**src/rtl/core/tbgs_pkg.sv**
```systemverilog
// ----------------------------------------------------------------------------
// tbgs_pkg: shared types, codes and fixed-point helpers
// Q32.32 word types, datapath operation codes, controller states and the
// saturating arithmetic used by the two-body gravity stepper.
// ----------------------------------------------------------------------------
package tbgs_pkg;

    localparam int WORD_W  = 64;
    localparam int PROD_W  = 128;
    localparam int CFG_IDX_W = 8;

    localparam logic [CFG_IDX_W-1:0] CFG_GM_FIRST     = 8'd0;
    localparam logic [CFG_IDX_W-1:0] CFG_GM_SECOND    = 8'd1;
    localparam logic [CFG_IDX_W-1:0] CFG_CONTACT_DIST = 8'd2;
    localparam logic [CFG_IDX_W-1:0] CFG_TIME_STEP    = 8'd3;

    localparam logic [63:0] GM_FIRST_RST     = 64'd3568736787221394;
    localparam logic [63:0] GM_SECOND_RST    = 64'd187828;
    localparam logic [62:0] CONTACT_DIST_RST = 63'd8589934592;
    localparam logic [62:0] TIME_STEP_RST    = 63'd4294967296;

    localparam logic CMD_LOAD = 1'b0;
    localparam logic CMD_STEP = 1'b1;

    localparam logic signed [63:0] MAXV = 64'sh7FFF_FFFF_FFFF_FFFF;
    localparam logic signed [63:0] MINV = 64'sh8000_0000_0000_0000;
    localparam logic [63:0] G_CAP = 64'h8000_0000_0000_0000;

    typedef struct packed {
        logic               cmd;
        logic signed [63:0] load_x_first;
        logic signed [63:0] load_y_first;
        logic signed [63:0] load_x_second;
        logic signed [63:0] load_y_second;
        logic signed [63:0] load_vx_first;
        logic signed [63:0] load_vy_first;
        logic signed [63:0] load_vx_second;
        logic signed [63:0] load_vy_second;
    } in_word_t;

    typedef struct packed {
        logic signed [63:0] pos_x_first;
        logic signed [63:0] pos_y_first;
        logic signed [63:0] pos_x_second;
        logic signed [63:0] pos_y_second;
        logic               collided;
    } out_word_t;

    typedef enum logic [4:0] {
        OP_NONE,
        OP_LOAD,
        OP_MUL_DT2,
        OP_WB_DT2,
        OP_MUL_AV,
        OP_WB_V,
        OP_MUL_VV,
        OP_WB_T,
        OP_MUL_AH,
        OP_WB_P,
        OP_SEP,
        OP_MUL_SX,
        OP_WB_SX,
        OP_MUL_SY,
        OP_WB_SY,
        OP_MUL_CC,
        OP_WB_CC,
        OP_ZERO_ACC,
        OP_SQRT,
        OP_WB_R,
        OP_DIV_G1,
        OP_WB_G1,
        OP_DIV_G2,
        OP_WB_G2,
        OP_DIV_U,
        OP_WB_U,
        OP_MUL_A1,
        OP_WB_A1,
        OP_MUL_A2,
        OP_WB_A2,
        OP_OUT
    } op_t;

    typedef enum logic [4:0] {
        ST_IDLE,
        ST_DT2_M, ST_DT2_W,
        ST_AV_M, ST_AV_W,
        ST_VV_M, ST_VV_W,
        ST_AH_M, ST_AH_W,
        ST_SEP,
        ST_SX_M, ST_SX_W,
        ST_SY_M, ST_SY_W,
        ST_CC_M, ST_CC_W,
        ST_CHK,
        ST_SQ_S, ST_SQ_W,
        ST_G1_S, ST_G1_W,
        ST_G2_S, ST_G2_W,
        ST_U_S, ST_U_W,
        ST_A1_M, ST_A1_W,
        ST_A2_M, ST_A2_W,
        ST_OUT
    } state_t;

    typedef struct packed {
        op_t        op;
        logic [1:0] k;
    } dp_cmd_t;

    typedef struct packed {
        logic busy;
        logic s_zero;
        logic halted;
        logic out_free;
    } dp_status_t;

    function automatic logic signed [63:0] sat_add(logic signed [63:0] a,
                                                   logic signed [63:0] b);
        logic signed [64:0] s;
        s = {a[63], a} + {b[63], b};
        if (s[64] != s[63])
            return s[64] ? MINV : MAXV;
        return s[63:0];
    endfunction

    function automatic logic signed [63:0] sat_sub(logic signed [63:0] a,
                                                   logic signed [63:0] b);
        logic signed [64:0] s;
        s = {a[63], a} - {b[63], b};
        if (s[64] != s[63])
            return s[64] ? MINV : MAXV;
        return s[63:0];
    endfunction

    function automatic logic [63:0] mag_of(logic signed [63:0] a);
        logic [63:0] u;
        u = a;
        return a[63] ? (~u + 64'd1) : u;
    endfunction

    function automatic logic signed [63:0] from_mag(logic neg, logic [63:0] m);
        if (!neg)
            return m[63] ? MAXV : m;
        return (m > G_CAP) ? MINV : (~m + 64'd1);
    endfunction

    // round half away from zero, shift by 32 or 33, saturate
    function automatic logic signed [63:0] qround(logic [127:0] p, logic half,
                                                  logic neg);
        logic [128:0] r;
        logic [63:0]  m;
        logic         ovf;
        if (half)
        begin
            r   = {1'b0, p} + (129'd1 << 32);
            ovf = |r[128:97];
            m   = r[96:33];
        end
        else
        begin
            r   = {1'b0, p} + (129'd1 << 31);
            ovf = |r[128:96];
            m   = r[95:32];
        end
        return from_mag(neg, ovf ? '1 : m);
    endfunction

    function automatic logic [63:0] amag(logic [127:0] p);
        logic [127:0] t;
        t = p + (128'd1 << 61);
        return t[125:62];
    endfunction

endpackage

```
**src/rtl/core/tbgs_ctrl.sv**
```systemverilog
// ----------------------------------------------------------------------------
// tbgs_ctrl: sequencing state machine
// Issues datapath operations for load and step words and waits on the units.
// ----------------------------------------------------------------------------
module tbgs_ctrl (
    input  logic                 clk,
    input  logic                 rst_n,
    input  logic                 in_valid,
    input  logic                 in_cmd,
    input  tbgs_pkg::dp_status_t status,
    output logic                 in_stall,
    output tbgs_pkg::dp_cmd_t    cmd
);
    import tbgs_pkg::*;

    state_t     state_reg, state_next;
    logic [1:0] k_reg, k_next;
    logic       mode_reg, mode_next;

    always_ff @(posedge clk or negedge rst_n)
    begin
        if (!rst_n)
        begin
            state_reg <= ST_IDLE;
            k_reg     <= 2'd0;
            mode_reg  <= 1'b0;
        end
        else
        begin
            state_reg <= state_next;
            k_reg     <= k_next;
            mode_reg  <= mode_next;
        end
    end

    always_comb
    begin
        state_next = state_reg;
        k_next     = k_reg;
        mode_next  = mode_reg;
        case (state_reg)
            ST_IDLE:
            begin
                k_next = 2'd0;
                if (in_valid)
                begin
                    if (in_cmd == CMD_LOAD)
                    begin
                        mode_next  = 1'b0;
                        state_next = ST_SEP;
                    end
                    else if (status.halted)
                        state_next = ST_OUT;
                    else
                    begin
                        mode_next  = 1'b1;
                        state_next = ST_DT2_M;
                    end
                end
            end
            ST_DT2_M: state_next = ST_DT2_W;
            ST_DT2_W: if (!status.busy) state_next = ST_AV_M;
            ST_AV_M:  state_next = ST_AV_W;
            ST_AV_W:  if (!status.busy) state_next = ST_VV_M;
            ST_VV_M:  state_next = ST_VV_W;
            ST_VV_W:  if (!status.busy) state_next = ST_AH_M;
            ST_AH_M:  state_next = ST_AH_W;
            ST_AH_W:
            begin
                if (!status.busy)
                begin
                    k_next = k_reg + 2'd1;
                    state_next = (k_reg == 2'd3) ? ST_SEP : ST_AV_M;
                end
            end
            ST_SEP:   state_next = ST_SX_M;
            ST_SX_M:  state_next = ST_SX_W;
            ST_SX_W:  if (!status.busy) state_next = ST_SY_M;
            ST_SY_M:  state_next = ST_SY_W;
            ST_SY_W:  if (!status.busy) state_next = mode_reg ? ST_CC_M : ST_CHK;
            ST_CC_M:  state_next = ST_CC_W;
            ST_CC_W:  if (!status.busy) state_next = ST_CHK;
            ST_CHK:
            begin
                if (status.halted || status.s_zero)
                    state_next = ST_OUT;
                else
                    state_next = ST_SQ_S;
            end
            ST_SQ_S:  state_next = ST_SQ_W;
            ST_SQ_W:  if (!status.busy) state_next = ST_G1_S;
            ST_G1_S:  state_next = ST_G1_W;
            ST_G1_W:  if (!status.busy) state_next = ST_G2_S;
            ST_G2_S:  state_next = ST_G2_W;
            ST_G2_W:  if (!status.busy) state_next = ST_U_S;
            ST_U_S:   state_next = ST_U_W;
            ST_U_W:   if (!status.busy) state_next = ST_A1_M;
            ST_A1_M:  state_next = ST_A1_W;
            ST_A1_W:  if (!status.busy) state_next = ST_A2_M;
            ST_A2_M:  state_next = ST_A2_W;
            ST_A2_W:
            begin
                if (!status.busy)
                begin
                    if (k_reg == 2'd1)
                    begin
                        k_next     = 2'd0;
                        state_next = ST_OUT;
                    end
                    else
                    begin
                        k_next     = k_reg + 2'd1;
                        state_next = ST_U_S;
                    end
                end
            end
            ST_OUT:   if (status.out_free) state_next = ST_IDLE;
            default:  state_next = ST_IDLE;
        endcase
    end

    always_comb
    begin
        cmd.op   = OP_NONE;
        cmd.k    = k_reg;
        in_stall = state_reg != ST_IDLE;
        case (state_reg)
            ST_IDLE:  if (in_valid && in_cmd == CMD_LOAD) cmd.op = OP_LOAD;
            ST_DT2_M: cmd.op = OP_MUL_DT2;
            ST_DT2_W: if (!status.busy) cmd.op = OP_WB_DT2;
            ST_AV_M:  cmd.op = OP_MUL_AV;
            ST_AV_W:  if (!status.busy) cmd.op = OP_WB_V;
            ST_VV_M:  cmd.op = OP_MUL_VV;
            ST_VV_W:  if (!status.busy) cmd.op = OP_WB_T;
            ST_AH_M:  cmd.op = OP_MUL_AH;
            ST_AH_W:  if (!status.busy) cmd.op = OP_WB_P;
            ST_SEP:   cmd.op = OP_SEP;
            ST_SX_M:  cmd.op = OP_MUL_SX;
            ST_SX_W:  if (!status.busy) cmd.op = OP_WB_SX;
            ST_SY_M:  cmd.op = OP_MUL_SY;
            ST_SY_W:  if (!status.busy) cmd.op = OP_WB_SY;
            ST_CC_M:  cmd.op = OP_MUL_CC;
            ST_CC_W:  if (!status.busy) cmd.op = OP_WB_CC;
            ST_CHK:   if (!status.halted && status.s_zero) cmd.op = OP_ZERO_ACC;
            ST_SQ_S:  cmd.op = OP_SQRT;
            ST_SQ_W:  if (!status.busy) cmd.op = OP_WB_R;
            ST_G1_S:  cmd.op = OP_DIV_G1;
            ST_G1_W:  if (!status.busy) cmd.op = OP_WB_G1;
            ST_G2_S:  cmd.op = OP_DIV_G2;
            ST_G2_W:  if (!status.busy) cmd.op = OP_WB_G2;
            ST_U_S:   cmd.op = OP_DIV_U;
            ST_U_W:   if (!status.busy) cmd.op = OP_WB_U;
            ST_A1_M:  cmd.op = OP_MUL_A1;
            ST_A1_W:  if (!status.busy) cmd.op = OP_WB_A1;
            ST_A2_M:  cmd.op = OP_MUL_A2;
            ST_A2_W:  if (!status.busy) cmd.op = OP_WB_A2;
            ST_OUT:   if (status.out_free) cmd.op = OP_OUT;
            default:  cmd.op = OP_NONE;
        endcase
    end

endmodule

```
**config.mk**
```make
export PLATFORM = sky130hd
export DESIGN_NAME = tbgs_ctrl
export DESIGN_NICKNAME = d
export VERILOG_FILES = /design/src/rtl/core/tbgs_pkg.sv /design/src/rtl/core/tbgs_ctrl.sv
export SDC_FILE = /design/constraint.sdc
export NUM_CORES = 1
export LEC_CHECK = 0
export ABC_AREA = 1
export BUFFER_PORTS_ARGS = -buffer_cell sky130_fd_sc_hd__buf_2
export CORE_UTILIZATION = 40
export CTS_CLUSTER_DIAMETER = 30
export DETAILED_ROUTE_END_ITERATION = 8
export SLEW_MARGIN = 10
export SYNTH_ARGS = -nofsm -noshare
export SYNTH_HDL_FRONTEND = slang
export SYNTH_SLANG_ARGS = --single-unit
```
**constraint.sdc**
```tcl
create_clock -name clk -period 2.1 [get_ports clk]
set_clock_uncertainty 0.2 [all_clocks]
set_input_delay 0.42 -clock clk [delete_from_list [all_inputs] [get_ports clk]]
set_output_delay 0.42 -clock clk [all_outputs]
set_load 0.01 [all_outputs]
```
==> run metrics <==
Yosys top cell by area nand2_1; max-cap viol count 0; Finish-stage setup viols 6; Crit Path Max Fanout 6; Vias 2,042; pin count of the biggest net entering global routing 14; FP Rows 20; Comb pwr share 0.838; CTS tree done; number of synthesis warnings 0; Via density roughly 5.7; DR DRC count 0; hold endpoint mode_reg; fin. max-slew vios 0; CTS buffer count 3; Clock Power Share 0.037; final instance area about 0.0022 mm^2; H-tree Lvls 1; Die X-Extent 60.1 um; Flop pwr share 0.125; largest buffer count on any clock path 2; syn_area_per_cell 5.40 um^2; Die Area 0.00361 mm^2; Required @ worst endpoint 1.48 ns; post-synth top area share 0.242; Syn Std Cell Area around 0.0014 mm^2; r2r setup slk 0.12 ns; WP data arrival around 1.8 ns; area grow syn2layout 62.0%; final worst slack -0.274 ns; Syn Inst Count 250; hold path start in_valid; Yosys reg bits 8; Netlist cell types 27; total chip power 3.02 mW; drt pass-1 iters 5; utilization after layout 0.699; sw power 1.64 mW; number of clock sinks 8; worst reg2reg path depth 12; reg2reg start state_reg[3]; Seq/Total Area, Yosys 0.148; Die Height ~60 um; slew margin rel. 0.762; synth top area cells nand2_1, dfrtp_1, nand3_1; I/O Buffers 15; clock-pin slew of the registers on the worst-case setup and hold paths roughly 0.050 ns; io pins 16; Initial Util 0.432; fin crit period 2.37 ns; initial antenna violation count 0; CP peak stage delay around 0.48 ns; Worst Setup SP state_reg[3]; share of layout cells above drive strength 1 0.483; Sw Ratio 0.543; Core Box Area 0.00313 mm^2; Area after DPL 0.00172 mm^2; root buf cell clkbuf_4; 1st-iter DRT viols a little over 300; failing checks setup timing; GRT Util Overall 0.299; RSZ-0062 raised after global routing true; final antenna-violating net count 0; max reg flops 5; number of global-route vias before repair 1,708; Setup CP Type register to output pin; final std cells w/o fill 361; placed cell count 340; DR WL/cell 14.7 um; crit path cell chain nor2_4 > buf_4 > buf_2 > nand3_1 > nand3_1 > a211oi_2 > nand2_1 > buf_2; Power Internal between 1 and 1.5 mW; wirelength, routed 5310 um; GR Overflow Total 0; final hold vios 0; fin nets 330; Max Clk Rate about 0.42 GHz; hold path depth 3; startpoint types register; reg-to-reg endpoint state_reg[4]; status complete, but fails checks; dpl hpwl 3560 um; first-pass GRT wire length 7980 um; clock latency at the later pin of the worst-skew pair 0.25 ns; VDD IR max 0.000964 V; pwr dens 1380 mW/mm^2; routability congestion estimate 0.987; Pleak about 1.2 nW; syn nets between 200 and 300; worst-margin pin slew 0.355 ns; HP Class input port to register; hold_ws 0.287 ns; Tcrit/Tclk final 1.13; crit end category output pin; Slowest-stage cell, CP dfrtp_2; diode count 0
-- per-stage QoR --
step | TNS (ns) | setup WS [ns]
2_1_floorplan | 0 | 0.0986
3_3_place_gp | -0.0683 | -0.0313
3_5_place_dp | -0.0761 | -0.0322
4_1_cts | -0.758 | -0.159
5_1_grt | -1.63 | -0.329
6_report | -1.20 | -0.274
-- worst max-delay path: cells and delay by family, from the launching register on --
family,cells,cell delay [ns]
flops,1,0.48
buf+inv,3,0.46
simple gates,4,0.39
compound gates,1,0.17
-- routing by layer --
layer	share of wire	track usage	routed length (um)	vias up
met1	0.41	0.413	2170	929
li1	-	-	-	957
met5	0	0	0	-
met2	0.48	0.479	2540	128
met3	0.080	0.0216	425	28
met4	0.034	0.116	180	0
-- cells in the final DEF, fill, tap and decap left out --
cell / count
nand4_1: 12
inv_1: 14
nand2_4: 2
nor3_1: 2
dfrtp_2: 5
nand2_1: 70
a211oi_2: 1
or2_2: 1
o2111ai_2: 1
a31oi_2: 1
inv_4: 2
nand3_1: 23
buf_12: 1
buf_4: 51
inv_2: 9
a41oi_1: 1
nand3_2: 12
dlygate4sd3_1: 1
buf_6: 6
nor2_4: 11
nand2_2: 16
o21a_1: 1
nand3_4: 3
nor3_2: 2
nor2_2: 4
a21oi_1: 2
nor2_1: 24
o21ai_1: 2
o21ai_0: 5
a21oi_2: 3
ha_1: 3
clkbuf_4: 3
buf_8: 1
buf_2: 15
nor3b_2: 3
dfrtp_1: 3
nand3b_1: 1
-- cells by family (layout without fill, tap and decap cells) --
| kind of cell | count (synthesis) | count (layout) | share of synthesized area |
|---|---|---|---|
| flip-flops | 8 | 8 | 0.148 |
| adder cells (fa/ha/maj) | 3 | 3 | 0.0278 |
| AND/OR/NAND/NOR | 186 | 186 | 0.619 |
| buffers and inverters | 36 | 103 | 0.132 |
| AO/OA/AOI/OAI | 17 | 17 | 0.0732 |
-- what timing repair did --
action / CTS / global route
hold buffers: 1 / 0
gates cloned: 1 / 0
endpoints found under the setup margin: 5 / 11
buffers inserted: 11 / 9
resized for setup: 52 / 39
pin swaps: 14 / 18
endpoints found under the hold margin: 8 / 0
-- power by group through the flow --
stage	clock network, mW	registers (mW)	logic (mW)
2_1_floorplan	0	0.293	1.21
3_3_place_gp	0	0.328	1.83
6_report	0.111	0.376	2.53
5_1_grt	0.128	0.387	2.71
3_5_place_dp	0	0.329	1.81
4_1_cts	0.122	0.358	2.16
-- synth_stat cells --
cell type / instances
nor2_2: 4
nand3_1: 36
or2_2: 1
nor2_1: 33
o21ai_0: 7
nor3b_1: 3
a21oi_1: 5
nand2_2: 1
nor2_4: 2
a211oi_1: 1
inv_2: 2
nand3b_1: 1
o21a_1: 1
buf_4: 3
buf_6: 4
inv_1: 23
dfrtp_1: 8
ha_1: 3
a31oi_1: 1
buf_2: 1
clkbuf_1: 3
nand2_1: 87
nand3_2: 2
a41oi_1: 1
nand4_1: 12
o2111ai_1: 1
nor3_1: 4
-- cell type report --
class                      instances  area [um^2]
sequential                         8          206
tap                               44         55.1
clock buffer                       3         22.5
inverter                          25         98.8
timing repair buffer              75          571
fill                             256          941
multi-input combinational        206         1230
-- worst max-delay path by stage --
stage | endpoint | slack (ns) | cells after the start
floorplan | cmd[4] | 0.1 | 6
global placement | cmd[4] | -0.03 | 7
detailed placement | cmd[5] | -0.03 | 7
CTS | cmd[2] | -0.16 | 8
global route | cmd[6] | -0.33 | 9
finish | cmd[3] | -0.27 | 8
(Power assumes the default switching activity.)
